[config.mk]
export PLATFORM = sky130hd
export DESIGN_NAME = lbc_ram
export DESIGN_NICKNAME = d
export VERILOG_FILES = /design/src/design/lbc_ram.sv
export SDC_FILE = /design/constraint.sdc
export NUM_CORES = 1
export LEC_CHECK = 0
export BUFFER_PORTS_ARGS = -buffer_cell sky130_fd_sc_hd__buf_2
export CAP_MARGIN = 20
export CORE_UTILIZATION = 40
export DETAILED_ROUTE_END_ITERATION = 8
export PLACE_DENSITY = 0.66
export SLEW_MARGIN = 20
export SYNTH_ARGS = -nofsm -noshare
export SYNTH_HDL_FRONTEND = slang
export SYNTH_SLANG_ARGS = --single-unit
[constraint.sdc]
create_clock -name clk -period 2.5 [get_ports clk]
set_input_delay 0.625 -clock clk [delete_from_list [all_inputs] [get_ports clk]]
set_output_delay 0.625 -clock clk [all_outputs]
set_load 0.02 [all_outputs]
[src/design/lbc_ram.sv]
`timescale 1ns / 1ps
// Generic simple dual port RAM, one write port, one registered read port.
// No dependencies.
module lbc_ram #(
    parameter int WIDTH = 8,
    parameter int DEPTH = 16
) (
    input  logic                     clk,
    input  logic                     we,
    input  logic [$clog2(DEPTH)-1:0] waddr,
    input  logic [WIDTH-1:0]         wdata,
    input  logic [$clog2(DEPTH)-1:0] raddr,
    output logic [WIDTH-1:0]         rdata
);

    logic [WIDTH-1:0] mem [DEPTH];

    always_ff @(posedge clk)
    begin
        if (we)
        begin
            mem[waddr] <= wdata;
        end
        rdata <= mem[raddr];
    end

endmodule

==> impl_metrics.py, run 1 <==
metrics = {
    "clock_tree": {
        "tritoncts": "done",
        "clk_transition_reported_paths_ps": 60,
        "clock-sinks": 136,
        "insertion_delay_ps": 410,
        "tritoncts.num_buffers": 17,
        "post_cts_buffers": 0,
        "cts_htree_levels": 4,
        "cts-root-buf": "clkbuf_16",
        "cts.path.max_buffers": 2,
        "cts_hold_buffers": 0,
        "cts_resized": 0,
    },
    "place": {
        "placed_area_um2": 5570,
        "dpl.hpwl_mm": 5.86,
        "portBuffers": 25,
        "placed_cells": 435,
        "gp_congestion": 0.688,
        "dp_slack_ps": 405,
    },
    "setup_path": {
        "worstPathMaxFanout": 32,
        "ff2ff_setup_slack_ps": 1150,
        "critPathSlowestCell": "mux4_1",
        "cpPeakStageDelay_ps": 590,
        "crit_family": "multiplexers",
        "arrival_ps": 1930,
        "worst-path-buf-inv": 2,
        "crit_chain": "buf_2 -> buf_12 -> mux4_1 -> a22oi_1 -> nand2_1",
        "ff2ff_path_depth": 3,
        "regToRegEndpoint": "rdata[0]$_DFF_P_",
        "required_ps": 2780,
        "startpoint_type": "input pin",
        "setup.worst_path.end_class": "flip-flop",
        "worst-setup-path-type": "in -> reg",
        "r2r_start": "mem[2][0]$_DFFE_PP_",
    },
    "layout": {
        "area_delta_synth_final_pct": 19.9,
        "final_cells": 467,
        "drive_gt1_share_pct": 31.9,
        "fill_cells": 1012,
        "final_area_um2": 6170,
        "final_util_pct": 49.1,
        "antennaDiodeCount": 0,
        "layout.nets": 300,
    },
    "logic_synthesis": {
        "ys_top_cells_by_area": "edfxtp_1, mux4_2, mux4_1, dfxtp_1, a22oi_1",
        "ys_ff_latch": 136,
        "ys_seq_area_share_pct": 77.8,
        "syn_inst": 229,
        "yosys.area.top_type": "edfxtp_1",
        "avgSynthCellArea_um2": 22.5,
        "synth_edf_count": 128,
        "synth_area_um2": 5150,
        "synth.top_cells.by_count": "edfxtp_1, mux4_2, a22oi_1",
        "ys.flop_type": "edfxtp_1",
        "synth.distinct_cells": 19,
        "synth_top_area_share_pct": 74.7,
        "yosysWarnings": 0,
        "async_flop_share_pct": 0,
        "yosysMostFrequentCell": "edfxtp_1",
        "syn-num-nets": 247,
    },
    "die": {
        "dieArea_um2": 13300,
        "start_util_pct": 41.0,
        "design.core.area_um2": 12600,
        "io_pins": 26,
        "row_count": 41,
        "die_x_um": 115,
        "die_h_um": 115,
    },
    "worst_hold_path": {
        "worstHoldPathType": "in -> reg",
        "holdPathStages": 1,
        "hold_start": "wdata[5]",
        "hold_end": "mem[12][5]$_DFFE_PP_",
    },
    "timing": {
        "fin_ws_ps": 851,
        "tightest_slew_ps": 755,
        "max_slew_margin_pct": 49.5,
        "finalSetupViolCount": 0,
        "max_freq_ghz": 0.606,
        "worst_clock_skew_ps": 11.5,
        "fin_setup_tns_ps": 0,
        "fin_crit_sh_pct": 66.0,
        "finalHoldViolations": 0,
        "holdWs_ps": 608,
        "finalCriticalPeriod_ps": 1650,
        "rsz0062_at_grt": "no",
        "maxSlewViolCount": 0,
    },
    "routing": {
        "firstDrtPassIters": 4,
        "wl_per_cell_um": 20.2,
        "num_vias": 2371,
        "drc_errors": 0,
        "via_per_inst": 5.08,
        "drtAntennaViolNets": 0,
        "drt_iter0_drc": 154,
        "routed_wl_mm": 9.45,
    },
    "power": {
        "total_power_mw": 5.30,
        "powerDensity_nw_per_um2": 859,
        "irDropWorstVdd_uv": 512,
        "p_leak_nw": 2.08,
    },
    "grt": {
        "antenna_found_initial": 0,
        "gr-total-overflow": 0,
        "grt_first_pass_wirelength_mm": 14.5,
        "track_usage_pct": 15.8,
        "grt_pass1_vias": 2467,
        "grt_max_degree": 33,
    },
    "outcome": {
        "status": "complete, no violations",
    },
    "flow_run": {
        "maxCapViolCount": 0,
    },
}
report_power, final:
group / internal (mW) / switching [mW] / total [mW]
clock network: 1.57 / 0.919 / 2.49
logic: 0.103 / 0.144 / 0.247
registers: 2.55 / 0.0149 / 2.56
total: 4.23 / 1.08 / 5.30
metal layers:
metal  routed length [µm]  GRT usage [%]
met5                    0              0
met4                   80           7.01
met3                  350           3.45
met2                 4860           25.8
met1                 4160           20.6
worst reg2reg max path, cell delays in order, from the launching register on:
cell	delay [ps]
edfxtp_1	380
mux4_1	500
a22oi_1	260
nand2_1	100
placed cells by master (no fill, tap or decap):
| master | count |
|---|---|
| nand3b_1 | 2 |
| nor2b_1 | 1 |
| nand3_1 | 1 |
| clkbuf_1 | 1 |
| clkinv_2 | 2 |
| nor3_1 | 4 |
| buf_4 | 17 |
| clkinvlp_4 | 5 |
| clkinv_4 | 1 |
| edfxtp_1 | 128 |
| inv_6 | 3 |
| nor2_1 | 13 |
| mux4_1 | 14 |
| dfxtp_1 | 8 |
| and2_1 | 1 |
| clkbuf_16 | 17 |
| mux4_2 | 18 |
| nand2_1 | 9 |
| nand2b_1 | 2 |
| a22oi_1 | 16 |
| buf_12 | 2 |
| or3b_2 | 1 |
| and2b_1 | 1 |
| buf_2 | 25 |
| bufinv_16 | 3 |
flip-flops by register name (all words and copies together) (netlist names):
| signal | flops |
|---|---|
| mem | 128 |
| rdata | 8 |
final cells by class:
| type | instances | area [µm²] | share of cell area (%) |
|---|---|---|---|
| clock inverters | 14 | 173 | 2.80 |
| clock buffers | 18 | 429 | 6.95 |
| well taps | 172 | 215 | 3.49 |
| repair buffers | 44 | 293 | 4.74 |
| multi-input cells | 83 | 1060 | 17.1 |
| flip-flops and latches | 136 | 4000 | 64.9 |
how the worst max path moves through the flow:
stage / startpoint / end / cells past startpoint
final: raddr[0] / rdata[0]$_DFF_P_ / 5
after CTS: raddr[0] / rdata[0]$_DFF_P_ / 5
after global routing: raddr[0] / rdata[0]$_DFF_P_ / 5
after global placement: raddr[0] / rdata[5]$_DFF_P_ / 5
after floorplan: waddr[2] / mem[0][0]$_DFFE_PP_ / 2
after detailed placement: raddr[0] / rdata[0]$_DFF_P_ / 5
logic make-up after synthesis:
logic type             after synthesis  share of synthesized area (%)
AO/OA/AOI/OAI                       16                           2.33
buffers and inverters               10                           1.68
flip-flops                         136                           77.8
multiplexers                        32                           15.0
AND/OR/NAND/NOR                     35                           3.18
No activity file was read; power rests on OpenSTA's default activity.
==> run 2, diff against run 1 <==
- ABC_AREA: default -> 1
- PLACE_DENSITY: 0.66 -> 0.68
- clock period: 2.5 -> 1.5 ns (I/O delays scaled with it)
==> impl_metrics.py, run 2 <==
metrics = {
    "clock_tree": {
        "cts_resized": 0,
        "insertion_delay_ps": 420,
        "cts.path.max_buffers": 2,
        "tritoncts.num_buffers": 17,
        "cts_hold_buffers": 0,
        "cts-root-buf": "clkbuf_16",
        "clk_transition_reported_paths_ps": 50,
        "clock-sinks": 136,
        "tritoncts": "done",
        "post_cts_buffers": 0,
        "cts_htree_levels": 4,
    },
    "logic_synthesis": {
        "avgSynthCellArea_um2": 10.5,
        "ys_top_cells_by_area": "edfxtp_1, nand2_1, nand3_1, inv_1, dfxtp_1",
        "ys_seq_area_share_pct": 69.4,
        "ys_ff_latch": 136,
        "yosysWarnings": 0,
        "async_flop_share_pct": 0,
        "yosysMostFrequentCell": "nand2_1",
        "synth.top_cells.by_count": "nand2_1, edfxtp_1, inv_1",
        "ys.flop_type": "edfxtp_1",
        "synth.distinct_cells": 12,
        "synth_top_area_share_pct": 66.7,
        "syn_inst": 551,
        "yosys.area.top_type": "edfxtp_1",
        "synth_edf_count": 128,
        "syn-num-nets": 569,
        "synth_area_um2": 5770,
    },
    "timing": {
        "finalSetupViolCount": 0,
        "worst_clock_skew_ps": 4.92,
        "finalCriticalPeriod_ps": 1360,
        "maxSlewViolCount": 0,
        "finalHoldViolations": 0,
        "max_freq_ghz": 0.738,
        "fin_crit_sh_pct": 90.3,
        "max_slew_margin_pct": 71.7,
        "tightest_slew_ps": 425,
        "rsz0062_at_grt": "no",
        "fin_setup_tns_ps": 0,
    },
    "setup_path": {
        "worst-setup-path-type": "reg -> out",
        "crit_path_start": "rdata[3]$_DFF_P_",
        "crit_family": "flip-flops",
        "cpPeakStageDelay_ps": 370,
        "ff2ff_setup_slack_ps": 490,
        "regToRegEndpoint": "rdata[2]$_DFF_P_",
        "crit_chain": "buf_2",
        "ff2ff_path_depth": 6,
        "arrival_ps": 980,
        "startpoint_type": "flip-flop",
        "endpoint": "rdata[3]",
        "worstPathMaxFanout": 1,
        "required_ps": 1120,
        "critical_path_cell_count": 1,
        "worst-path-buf-inv": 1,
        "critPathSlowestCell": "dfxtp_1",
        "setup.worst_path.end_class": "output port",
        "r2r_start": "mem[1][2]$_DFFE_PP_",
    },
    "routing": {
        "num_vias": 3909,
        "via_per_inst": 4.96,
        "drt_iter0_drc": 351,
        "drc_errors": 0,
        "wl_per_cell_um": 16.0,
        "firstDrtPassIters": 5,
        "drtAntennaViolNets": 0,
        "routed_wl_mm": 12.6,
    },
    "grt": {
        "busiest_layer": "met2",
        "grt_use_met3_pct": 5.10,
        "grt_pass1_vias": 3760,
        "grtUsageMet2_pct": 28.7,
        "grt_first_pass_wirelength_mm": 19.9,
        "use_met1_pct": 24.8,
        "grt_max_degree": 65,
        "antenna_found_initial": 0,
        "track_usage_pct": 18.7,
        "gr-total-overflow": 0,
    },
    "layout": {
        "largest_reg_flops": 128,
        "layout_common_cells": "nand2_1, edfxtp_1, inv_1",
        "area_delta_synth_final_pct": 16.9,
        "final_common_cell": "nand2_1",
        "antennaDiodeCount": 0,
        "reg_top3": "mem (128), rdata (8)",
        "layout.nets": 614,
        "drive_gt1_share_pct": 12.7,
        "largest-register": "mem",
    },
    "die": {
        "dieArea_um2": 14900,
        "io_pins": 26,
        "design.core.area_um2": 14000,
        "die_h_um": 122,
        "die_x_um": 122,
        "start_util_pct": 41.2,
        "row_count": 43,
    },
    "outcome": {
        "status": "complete, no violations",
    },
    "power": {
        "total_power_mw": 8.69,
        "powerDensity_nw_per_um2": 1290,
        "irDropWorstVdd_uv": 676,
        "p_leak_nw": 2.93,
    },
    "place": {
        "portBuffers": 25,
        "dpl.hpwl_mm": 7.97,
        "gp_congestion": 0.850,
    },
    "worst_hold_path": {
        "worstHoldPathType": "in -> reg",
        "holdPathStages": 3,
    },
    "flow_run": {
        "maxCapViolCount": 0,
    },
}
[run 2: changes by cell type in the layout (fill, tap and decap cells not counted), sizes merged, moves of 2 or more]
cell	previous run	this run
nand2	9	173
inv	3	102
nand3	1	97
mux4	32	0
a22oi	16	0
buf	44	50
clkinv	3	8
nor2	13	17
nor3	4	0
clkinvlp	5	2
nand2b	2	0
[run 2: per-layer routing]
| layer | share of wire [%] | up-vias |
|---|---|---|
| li1 | - | 1861 |
| met1 | 44 | 1883 |
| met2 | 47 | 135 |
| met3 | 6.6 | 30 |
| met4 | 2.8 | 0 |
| met5 | 0 | - |
[run 2: power by group]
| group | switching, mW | internal, mW |
|---|---|---|
| Clock | 1.46 | 2.39 |
| Combinational | 0.389 | 0.173 |
| Sequential | 0.0287 | 4.25 |
| Total | 1.88 | 6.82 |
[run 2: final cells by class]
class / instances / area, µm²
inverters: 102 / 383
fillers: 1262 / 7240
clock buffers: 19 / 433
repair buffers: 50 / 375
multi-input cells: 289 / 1210
clock inverters: 12 / 110
well taps: 180 / 225
flip-flops and latches: 136 / 4000
[run 2: per-stage QoR]
stage	util (%)	instance area [µm²]	cells	hold slack [ps]	setup slack (ps)
finish	48.2	6740	788	304	145
global placement	44.3	6200	757	652	69.8
detailed placement	44.3	6200	757	653	55.6
floorplan	-	5770	551	474	174
CTS	48.2	6740	788	295	146
global route	48.2	6740	788	316	112
[run 2: logic make-up after synthesis]
family	share of synthesized area [%]
and+or+nand+nor	21.0
DFF	69.4
buffers and inverters	9.52
[run 2: worst reg2reg max path, stage by stage (launching register included)]
cell and delay [ps]:
edfxtp_1 360, inv_1 60, nand2_1 40, nand3_1 80
nand3_1 120, nand3_1 150, nand2_1 80
[run 2: worst min-delay path by stage]
stage | from | end | slack [ps]
floorplan | wdata[0] | mem[0][0]$_DFFE_PP_ | 470
global placement | mem[14][4]$_DFFE_PP_ | rdata[4]$_DFF_P_ | 650
detailed placement | mem[13][5]$_DFFE_PP_ | rdata[5]$_DFF_P_ | 650
CTS | raddr[3] | rdata[5]$_DFF_P_ | 300
global route | raddr[3] | rdata[4]$_DFF_P_ | 320
finish | raddr[3] | rdata[5]$_DFF_P_ | 300
